`config.mk`:
```
export PLATFORM = sky130hd
export DESIGN_NAME = closest_pairs_after_sort
export DESIGN_NICKNAME = d
export VERILOG_FILES = /design/src/rtl/cpas_pkg.sv /design/src/rtl/cpas_cell.sv /design/src/rtl/closest_pairs_after_sort.sv
export SDC_FILE = /design/constraint.sdc
export NUM_CORES = 2
export LEC_CHECK = 0
export ABC_AREA = 0
export BUFFER_PORTS_ARGS = -buffer_cell sky130_fd_sc_hd__buf_2
export CAP_MARGIN = 30
export CORE_MARGIN = 1.5
export CORE_UTILIZATION = 62
export CTS_CLUSTER_SIZE = 14
export DETAILED_ROUTE_END_ITERATION = 7
export GPL_TIMING_DRIVEN = 0
export PLACE_DENSITY = 0.85
export SLEW_MARGIN = 15
export SYNTH_ARGS = -nofsm -noshare
export SYNTH_HDL_FRONTEND = slang
export SYNTH_SLANG_ARGS = --single-unit
```
`constraint.sdc`:
```
create_clock -name clk_i -period 12.9 [get_ports clk_i]
set_clock_uncertainty 0.05 [all_clocks]
set_input_delay 1.935 -clock clk_i [delete_from_list [all_inputs] [get_ports clk_i]]
set_output_delay 1.935 -clock clk_i [all_outputs]
set_load 0.01 [all_outputs]
```
`src/rtl/cpas_pkg.sv`:
```
package cpas_pkg;

  // Capacity of the sorting chain
  localparam int MaxItems = 32;
  localparam int IdxW     = $clog2(MaxItems);
  localparam int CntW     = $clog2(MaxItems + 1);

  typedef logic signed [31:0] value_t;

  typedef struct packed {
    value_t value;
    logic   last;
  } in_item_t;

  typedef struct packed {
    value_t      first_value;
    value_t      second_value;
    logic [31:0] min_gap;
    logic        pair_valid;
    logic        overflowed;
    logic        end_of_run;
  } out_item_t;

  // Per-cycle command shared by every cell of the chain
  typedef struct packed {
    logic insert;
    logic rotate;
  } cell_ctl_t;

  typedef enum logic [1:0] {
    ST_LOAD,
    ST_SINGLE,
    ST_MIN,
    ST_EMIT
  } state_e;

endpackage

```
`src/rtl/cpas_cell.sv`:
```
module cpas_cell (
  input  logic                clk_i,
  input  cpas_pkg::cell_ctl_t ctl_i,
  input  cpas_pkg::value_t    new_value_i,
  input  logic                occupied_i,
  input  cpas_pkg::value_t    left_value_i,
  input  logic                left_gt_i,
  input  cpas_pkg::value_t    right_value_i,
  output cpas_pkg::value_t    value_o,
  output logic                gt_o
);
  import cpas_pkg::*;

  value_t value_q;
  value_t value_d;

  // Cell yields its slot when empty or holding a larger value
  assign gt_o    = !occupied_i || (new_value_i < value_q);
  assign value_o = value_q;

  // Insert: shift up from the left or take the new value; rotate: pull from the right
  always_comb begin
    value_d = value_q;
    if (ctl_i.insert && gt_o) begin
      value_d = left_gt_i ? left_value_i : new_value_i;
    end else if (ctl_i.rotate) begin
      value_d = right_value_i;
    end
  end

  always_ff @(posedge clk_i) begin
    value_q <= value_d;
  end

endmodule

```
`src/rtl/closest_pairs_after_sort.sv`:
```
// Channel | Direction | Handshake           | Payload
// in      | input     | in_valid_i/stall_o  | in_item_i  (value, last)
// out     | output    | out_valid_o/stall_i | out_item_o (pair, gap, flags)
//
// Loading accepts one item per cycle; values are insertion-sorted in place by
// the cell chain as they arrive. After the last item of a set of two or more,
// the chain rotates once to find the minimum gap, then rotates again to emit
// the matching pairs. Reset clears the control state; cell contents are
// don't-care until loaded. An output stall holds only the emit scan and the
// empty-set item; a finished result waits in the output register while
// loading of the next set goes on.
module closest_pairs_after_sort (
  input  logic                clk_i,
  input  logic                rst_ni,
  input  logic                in_valid_i,
  output logic                in_stall_o,
  input  cpas_pkg::in_item_t  in_item_i,
  output logic                out_valid_o,
  input  logic                out_stall_i,
  output cpas_pkg::out_item_t out_item_o
);
  import cpas_pkg::*;

  state_e            state_q, state_d;
  logic [CntW-1:0]   count_q, count_d;
  logic              dropped_q, dropped_d;
  logic [IdxW-1:0]   step_q, step_d;
  logic [31:0]       best_q, best_d;
  logic [IdxW-1:0]   mcnt_q, mcnt_d;
  logic [IdxW-1:0]   emitted_q, emitted_d;
  logic              out_valid_q, out_valid_d;
  out_item_t         out_item_q, out_item_d;

  cell_ctl_t         ctl;
  value_t            cell_value [MaxItems];
  logic              cell_gt    [MaxItems];

  logic              in_acc;
  logic              out_free;
  logic              pair_ok;
  logic              match;
  logic [32:0]       diff;
  logic [31:0]       gap;

  // Sorting chain: smallest value in cell 0
  for (genvar i = 0; i < MaxItems; i++) begin : g_cell
    cpas_cell u_cell (
      .clk_i        (clk_i),
      .ctl_i        (ctl),
      .new_value_i  (in_item_i.value),
      .occupied_i   (CntW'(i) < count_q),
      .left_value_i ((i == 0) ? cell_value[0] : cell_value[(i + MaxItems - 1) % MaxItems]),
      .left_gt_i    ((i == 0) ? 1'b0 : cell_gt[(i + MaxItems - 1) % MaxItems]),
      .right_value_i(cell_value[(i + 1) % MaxItems]),
      .value_o      (cell_value[i]),
      .gt_o         (cell_gt[i])
    );
  end

  // Gap of the pair at the head of the chain; exact as the pair is sorted
  assign diff    = {cell_value[1][31], cell_value[1]} - {cell_value[0][31], cell_value[0]};
  assign gap     = diff[31:0];
  assign pair_ok = ({1'b0, step_q} + CntW'(1)) < count_q;
  assign match   = pair_ok && (gap == best_q);

  assign in_stall_o = (state_q != ST_LOAD);
  assign in_acc     = in_valid_i && !in_stall_o;
  assign out_free   = !out_valid_q || !out_stall_i;

  // Sequencer: load, min-gap pass, emit pass, or one empty item for a set of fewer than two
  always_comb begin
    state_d     = state_q;
    count_d     = count_q;
    dropped_d   = dropped_q;
    step_d      = step_q;
    best_d      = best_q;
    mcnt_d      = mcnt_q;
    emitted_d   = emitted_q;
    out_item_d  = out_item_q;
    out_valid_d = out_valid_q && out_stall_i;
    ctl         = '0;
    unique case (state_q)
      ST_LOAD: begin
        if (in_acc) begin
          if (count_q < CntW'(MaxItems)) begin
            ctl.insert = 1'b1;
            count_d    = count_q + CntW'(1);
          end else begin
            dropped_d = 1'b1;
          end
          if (in_item_i.last) begin
            step_d  = '0;
            state_d = (count_d < CntW'(2)) ? ST_SINGLE : ST_MIN;
          end
        end
      end
      ST_SINGLE: begin
        if (out_free) begin
          out_valid_d           = 1'b1;
          out_item_d            = '0;
          out_item_d.overflowed = dropped_q;
          out_item_d.end_of_run = 1'b1;
          count_d               = '0;
          dropped_d             = 1'b0;
          state_d               = ST_LOAD;
        end
      end
      ST_MIN: begin
        ctl.rotate = 1'b1;
        step_d     = step_q + IdxW'(1);
        if (pair_ok) begin
          if ((step_q == '0) || (gap < best_q)) begin
            best_d = gap;
            mcnt_d = IdxW'(1);
          end else if (gap == best_q) begin
            mcnt_d = mcnt_q + IdxW'(1);
          end
        end
        if (step_q == IdxW'(MaxItems - 1)) begin
          step_d    = '0;
          emitted_d = '0;
          state_d   = ST_EMIT;
        end
      end
      ST_EMIT: begin
        if (!match || out_free) begin
          ctl.rotate = 1'b1;
          step_d     = step_q + IdxW'(1);
        end
        if (match && out_free) begin
          out_valid_d             = 1'b1;
          out_item_d.first_value  = cell_value[0];
          out_item_d.second_value = cell_value[1];
          out_item_d.min_gap      = best_q;
          out_item_d.pair_valid   = 1'b1;
          out_item_d.overflowed   = dropped_q;
          out_item_d.end_of_run   = (emitted_q == (mcnt_q - IdxW'(1)));
          emitted_d               = emitted_q + IdxW'(1);
          if (emitted_q == (mcnt_q - IdxW'(1))) begin
            count_d   = '0;
            dropped_d = 1'b0;
            state_d   = ST_LOAD;
          end
        end
      end
      default: state_d = ST_LOAD;
    endcase
  end

  always_ff @(posedge clk_i or negedge rst_ni) begin
    if (!rst_ni) begin
      state_q     <= ST_LOAD;
      count_q     <= '0;
      dropped_q   <= 1'b0;
      step_q      <= '0;
      mcnt_q      <= '0;
      emitted_q   <= '0;
      out_valid_q <= 1'b0;
    end else begin
      state_q     <= state_d;
      count_q     <= count_d;
      dropped_q   <= dropped_d;
      step_q      <= step_d;
      mcnt_q      <= mcnt_d;
      emitted_q   <= emitted_d;
      out_valid_q <= out_valid_d;
    end
  end

  // Payload registers
  always_ff @(posedge clk_i) begin
    best_q     <= best_d;
    out_item_q <= out_item_d;
  end

  assign out_valid_o = out_valid_q;
  assign out_item_o  = out_item_q;

endmodule

```
* Yosys cells after proc, flatten, opt, wreduce, memory -nomap -nowiden
Index checks and enable logic that the tools add are counted.
Word-level totals: register bits 1180, bits of input ports 37, logic and storage cells 428
Operators by class: $add $sub $neg 7, order comparisons 68, equality and inequality tests 14, muxes and demuxes 138, reductions and logical operators 155
Operators by type and width (number):
- two-way mux 32 bit | 95
- < comparator 32 bit | 33
- two-way mux 99 bit | 2
- one-hot mux 99 bit (2 select lines) | 1
- < comparator 5 x 6 -> 1 bit (first input constant) | 16
- nonzero test 2 bit | 36
- < comparator 4 x 6 -> 1 bit (first input constant) | 8
- two-way mux 6 bit | 7
- two-way mux 5 bit | 8
- logical AND 1 bit | 36
- logical NOT 1 bit | 36
- logical OR 1 bit | 35
- equality test 32 bit | 1
- subtractor 32 bit | 1
- < comparator 3 x 6 -> 1 bit (first input constant) | 4
- one-hot mux 6 bit (3 select lines) | 1
- inequality test 2 bit (second input constant) | 8
- adder 5 x 1 -> 5 bit (second input constant) | 3
- one-hot mux 5 bit (3 select lines) | 1
- two-way mux 2 bit | 7
- < comparator 1 x 6 -> 1 bit (first input constant) | 2
- < comparator 2 x 6 -> 1 bit (first input constant) | 2
- AND reduction 3 bit | 4
- AND reduction 6 bit | 2
- other kinds (20) | 33

* Logic depth before layout (Yosys ltp)
word-level depth 10, gate-level depth with buffers 24, mapped depth without buffers 23

* Modules after synthesis
A second synthesis with hierarchy kept.
Unflattened totals: cell total of the unflattened synthesis 8093, area total of the unflattened synthesis 98525.7 sq um
Modules (own cells, without submodules):
- cpas_cell at g_cell[0].u_cell ... | instances 31, cells an instance 223, area an instance 2777.7 sq um, seq. area each 960.9 sq um
- closest_pairs_after_sort | instances 1, cells an instance 889, area an instance 9211.3 sq um, seq. area each 4559.4 sq um
- cpas_cell at g_cell[18].u_cell | instances 1, cells an instance 291, area an instance 3206.8 sq um, seq. area each 960.9 sq um

* Least setup slack after synthesis
No wires, ideal clock.
path type reg2reg, from register g_cell[1].u_cell.value_q[0], to register count_q[0], data arrival time 9.167 ns, data required time 12.724 ns, path slack 3.557 ns, cell stages (with the launch flop) 24, period minus slack after synthesis 9.343 ns, path through edfxtp_1 -> inv_1 -> ha_1 -> inv_1 -> fa_1 -> a21o_1 -> nand3_1 -> a21oi_1 -> a2111oi_1 -> a21oi_1 -> a221o_1 -> nand2_1 -> and2_1 -> o21ai_1 -> xor2_1 -> ha_1 -> nand4_1 -> nor4_1 -> nand3_1 -> a211oi_1 -> nor2_1 -> nor2_1 -> and2_1 -> nor2_1
On the way: word-level cells in the longest chain between the ends 6
Ends and longest elaborated chain:
- start: declaration | RTL line cpas_cell.sv:14 | value_t value_q;
- start signal: assignment | RTL line cpas_cell.sv:32 | value_q <= value_d;
- subtractor 32 bit | RTL line closest_pairs_after_sort.sv:61 | assign diff = {cell_value[1][31], cell_value[1]} - {cell_value[0][31], cell_value[0]};
- named net diff[30] | RTL line closest_pairs_after_sort.sv:42 | logic [32:0] diff;
- equality test 32 bit | RTL line closest_pairs_after_sort.sv:64 | assign match = pair_ok && (gap == best_q);
- logical AND 1 bit | RTL line closest_pairs_after_sort.sv:64
- logical AND 1 bit | RTL line closest_pairs_after_sort.sv:130 | if (match && out_free) begin
- inequality test 2 bit (no line)
- AND reduction 5 bit (no line)
- end signal: assignment | RTL line closest_pairs_after_sort.sv:161 | count_q <= count_d;
- end: declaration | RTL line closest_pairs_after_sort.sv:25 | logic [CntW-1:0] count_q, count_d;
The timed path passes the listed nets, and every way through them passes these cells. A chain may end at the register's enable or synchronous reset.

* Worst setup path in the final report
from register g_cell[0].u_cell.value_q[0], to register g_cell[26].u_cell.value_q[4], enable pin
On the way: word-level cells in the longest chain between the ends 8
Ends and longest elaborated chain:
- start: declaration | RTL line cpas_cell.sv:14
- start signal: assignment | RTL line cpas_cell.sv:32
- subtractor 32 bit | RTL line closest_pairs_after_sort.sv:61
- named net diff[30] | RTL line closest_pairs_after_sort.sv:42
- equality test 32 bit | RTL line closest_pairs_after_sort.sv:64
- logical AND 1 bit | RTL line closest_pairs_after_sort.sv:64
- logical NOT 1 bit | RTL line closest_pairs_after_sort.sv:126 | if (!match || out_free) begin
- logical OR 1 bit | RTL line closest_pairs_after_sort.sv:126
- two-way mux 1 bit | RTL line closest_pairs_after_sort.sv:126
- one-hot mux 1 bit (2 select lines) | RTL line closest_pairs_after_sort.sv:82 | unique case (state_q)
- nonzero test 2 bit (no line)
- end signal: assignment | RTL line cpas_cell.sv:32
- end: declaration | RTL line cpas_cell.sv:14
The timed path passes the listed nets, and every way through them passes these cells.

==> impl_metrics.env <==
export IMPL_status="complete, no violations"
export IMPL_synth_flop_cell="edfxtp_1"
export IMPL_report_final_slew_viol_count=0
export IMPL_final_nets=10433
export IMPL_critPathKind="reg2reg"
export IMPL_hpwl_um=260000
export IMPL_holdPathStages=0
export IMPL_synthTopCellsByArea="edfxtp_1 40%, ha_1 15%, mux2i_1 9.7%"
export IMPL_synth_avg_cell_area_sq_um=9.60
export IMPL_numCtsBuffers=138
export IMPL_drt_initial_drc_count=9014
export IMPL_yosysTopAreaCellShare=0.403
export IMPL_min_period_ns=9.36
export IMPL_via_per_inst=6.59
export IMPL_worst_setup_path_start_kind="flop"
export IMPL_multi_input_area_sq_mm=0.0447
export IMPL_rr_worst_depth=24
export IMPL_ant_nets=0
export IMPL_hold_viol_final=0
export IMPL_synth_seq_cells=1180
export IMPL_wire_per_inst_um=28.9
export IMPL_die_area_sq_mm=0.141
export IMPL_clock_path_buffers=3
export IMPL_synthesis_instances=8965
export IMPL_finalWorstSetupSlack_ns=3.54
export IMPL_whs_endpoint="out_item_o[1]$_DFFE_PP_"
export IMPL_rsz0062_at_grt="false"
export IMPL_powerDensity_mw_per_mm2=99.0
export IMPL_worst_r2r_startpoint="g_cell[0].u_cell.value_o[0]$_DFFE_PP_"
export IMPL_grt_max_degree=33
export IMPL_pre_cts_ws_ns=3.87
export IMPL_start_util=0.625
export IMPL_cts_tree="built"
export IMPL_gp_congestion=1.01
export IMPL_numPortBuffers=137
export IMPL_async_reset_ff_frac=0.0212
export IMPL_mappedNetlistNets=10040
export IMPL_synth_area_sq_mm=0.0860
export IMPL_vias=74242
export IMPL_postCtsHoldBufs=0
export IMPL_cp_end_kind="flop"
export IMPL_die_w_um=375
export IMPL_relSlewSlack=0.152
export IMPL_yosys_area_top_type="edfxtp_1"
export IMPL_synthToLayoutAreaGrowth_pct=11.3
export IMPL_grt_pass1_wl_um=466000
export IMPL_postCtsResizedCells=0
export IMPL_setup_viol=0
export IMPL_layout_drive_gt1_share=0.0765
export IMPL_wl_um=325000
export IMPL_grt_usage=0.452
export IMPL_n_fill_cell=10757
export IMPL_htreeDepth=4
export IMPL_worstMarginPinSlew_ns=1.27
export IMPL_drv_cap=0
export IMPL_fmax_mhz=107
export IMPL_cellLeakagePower_nw=41.3
export IMPL_synth_edf_count=1155
export IMPL_fin_area_sq_mm=0.0957
export IMPL_p_total_w=0.00948
export IMPL_first_pass_iters=8
export IMPL_antenna_found_initial=10
export IMPL_cts_setup_buffers=0
export IMPL_num_rows=136
export IMPL_grt_pass1_vias=73739
export IMPL_hold_path_class="reg2reg"
export IMPL_ir_drop_uv=98.3
export IMPL_numClockSinks=1180
export IMPL_synth_warnings=0
export IMPL_ys_types=81
export IMPL_root_buffer="clkbuf_16"
export IMPL_drc_errors=0
export IMPL_fin_util=0.695
export IMPL_r2r_end="g_cell[26].u_cell.value_o[4]$_DFFE_PP_"
export IMPL_clk_latency_ns=0.81
export IMPL_worstHoldStart="dropped_q$_DFFE_PN0P_"
export IMPL_cp_data_arrival_time_ns=9.84
export IMPL_clkSlewWorstSetupHoldPaths_ns=0.06
export IMPL_period_share=0.726
export IMPL_crit_fanout=25
export IMPL_io_pins=138
export IMPL_grt_overflow=0
export IMPL_die_y_um=375
export IMPL_r2r_slack_ns=3.54
export IMPL_dpl_instance_area_sq_mm=0.0906
export IMPL_register_area_sq_mm=0.0353
export IMPL_synth_seq_area_share=0.410
export IMPL_coreArea_sq_mm=0.138
export IMPL_required_ns=13.38
[cells in the mapped netlist, types with 82 or more instances]
library cell / n
a21oi_1: 922
ha_1: 1037
o21ai_0: 479
nand2_1: 656
nand4_1: 176
clkbuf_1: 295
inv_1: 1045
a21o_1: 418
nor2_1: 829
edfxtp_1: 1155
buf_2: 143
a31oi_1: 82
mux2i_1: 836
[report_power, final]
part | internal, W | switching (W) | total (W)
registers | 0.00415 | 0.0000101 | 0.00416
logic | 0.000444 | 0.000754 | 0.00120
clock network | 0.00237 | 0.00174 | 0.00412
total | 0.00697 | 0.00251 | 0.00948
[routing by layer]
metal / part of all wire / GRT usage
met5: 0.00022 / 0
met4: 0.093 / 0.374
met3: 0.10 / 0.0917
met2: 0.45 / 0.722
met1: 0.35 / 0.527
[layout by cell type (no fill, tap or decap), drive strengths merged, types with 10 or more instances in the layout]
cell type  count
bufinv        18
a221oi        11
clkinv        57
a211o         10
nor2         834
o211ai        26
nor2b         43
mux2i        839
nor4          11
and4          18
nand4        176
a31oi         83
a21o         418
o31ai         43
o21ai        494
nand2b        75
or3           12
nand2        656
xnor2         29
ha          1037
diode         10
a21oi        926
buf          476
edfxtp      1155
a211oi        34
mux2          40
and2          17
o22ai         72
clkbuf       457
xor2          18
dfrtp         25
inv         1053
a2111oi       11
o221ai        71
nor3          23
o21a          53
nand3         47
[worst max-delay path by stage]
stage,start,end,slack (ns),cells after the start
2_1_floorplan,g_cell[1].u_cell.value_o[0]$_DFFE_PP_,count_q[0]$_DFFE_PN0P_,3.56,23
3_3_place_gp,g_cell[0].u_cell.value_o[0]$_DFFE_PP_,count_q[5]$_DFFE_PN0P_,-1.07,22
3_5_place_dp,g_cell[0].u_cell.value_o[0]$_DFFE_PP_,g_cell[26].u_cell.value_o[5]$_DFFE_PP_,3.87,24
4_1_cts,g_cell[0].u_cell.value_o[0]$_DFFE_PP_,g_cell[26].u_cell.value_o[0]$_DFFE_PP_,3.79,24
5_1_grt,g_cell[0].u_cell.value_o[0]$_DFFE_PP_,g_cell[26].u_cell.value_o[0]$_DFFE_PP_,3.39,24
6_report,g_cell[0].u_cell.value_o[0]$_DFFE_PP_,g_cell[26].u_cell.value_o[4]$_DFFE_PP_,3.54,24
[area by class of cell]
type | instances | share of cell area
Timing Repair Buffer | 253 | 0.0276
Inverter | 1046 | 0.0410
Sequential cell | 1180 | 0.369
Clock buffer | 161 | 0.0376
Clock inverter | 88 | 0.0104
Antenna cell | 10 | 0.000261
Multi-Input combinational cell | 6220 | 0.467
Tap cell | 1794 | 0.0235
Buffer | 519 | 0.0233
[critical path, cell delays in order (launching register included)]
cell and delay, ns:
edfxtp_1 0.81, ha_1 0.30, inv_1 0.06, fa_1 0.41, a21o_1 0.19, nand3_1 0.14
a21oi_1 0.13, a2111oi_2 0.80, a21oi_1 0.39, a221o_1 0.54, nand2_1 0.13, and2_1 0.18
o21ai_1 0.10, xor2_1 0.16, ha_1 0.30, nand4_1 0.30, nor4_1 0.63, nand3_1 0.53
a211oi_1 0.83, a41o_1 0.44, clkbuf_1 0.36, buf_8 0.23, buf_2 0.48, nand2_2 0.28
buf_12 0.24
[cell families (layout without fill, tap and decap cells)]
| logic type | count (synthesis) | count (layout) | synth area share |
|---|---|---|---|
| flops | 1180 | 1180 | 0.410 |
| fa+ha+maj | 1038 | 1038 | 0.151 |
| compound gates | 2309 | 2309 | 0.161 |
| buf+inv | 1565 | 2067 | 0.0715 |
| mux | 879 | 879 | 0.103 |
| xor+xnor | 47 | 47 | 0.00478 |
| simple gates | 1947 | 1947 | 0.0984 |
| other cells | 0 | 10 | 0 |
[metrics by stage]
| step | setup TNS [ns] | cells | hold slack (ns) |
|---|---|---|---|
| 6_report | 0 | 11271 | 0.417 |
| 5_1_grt | 0 | 11263 | 0.436 |
| 3_5_place_dp | 0 | 10982 | 0.402 |
| 3_3_place_gp | -83.60 | 10896 | 0.385 |
| 4_1_cts | 0 | 11231 | 0.416 |
| 2_1_floorplan | 0 | 8965 | 0.376 |
[registers in the layout, summed over array words and instances, names as in the netlist]
name	cells
best_q	32
count_q	6
dropped_q	1
emitted_q	5
g_cell.u_cell.value_o	1024
mcnt_q	5
out_item_o	99
out_valid_o	1
state_q	2
step_q	5
Power figures use the tool's default switching activity.
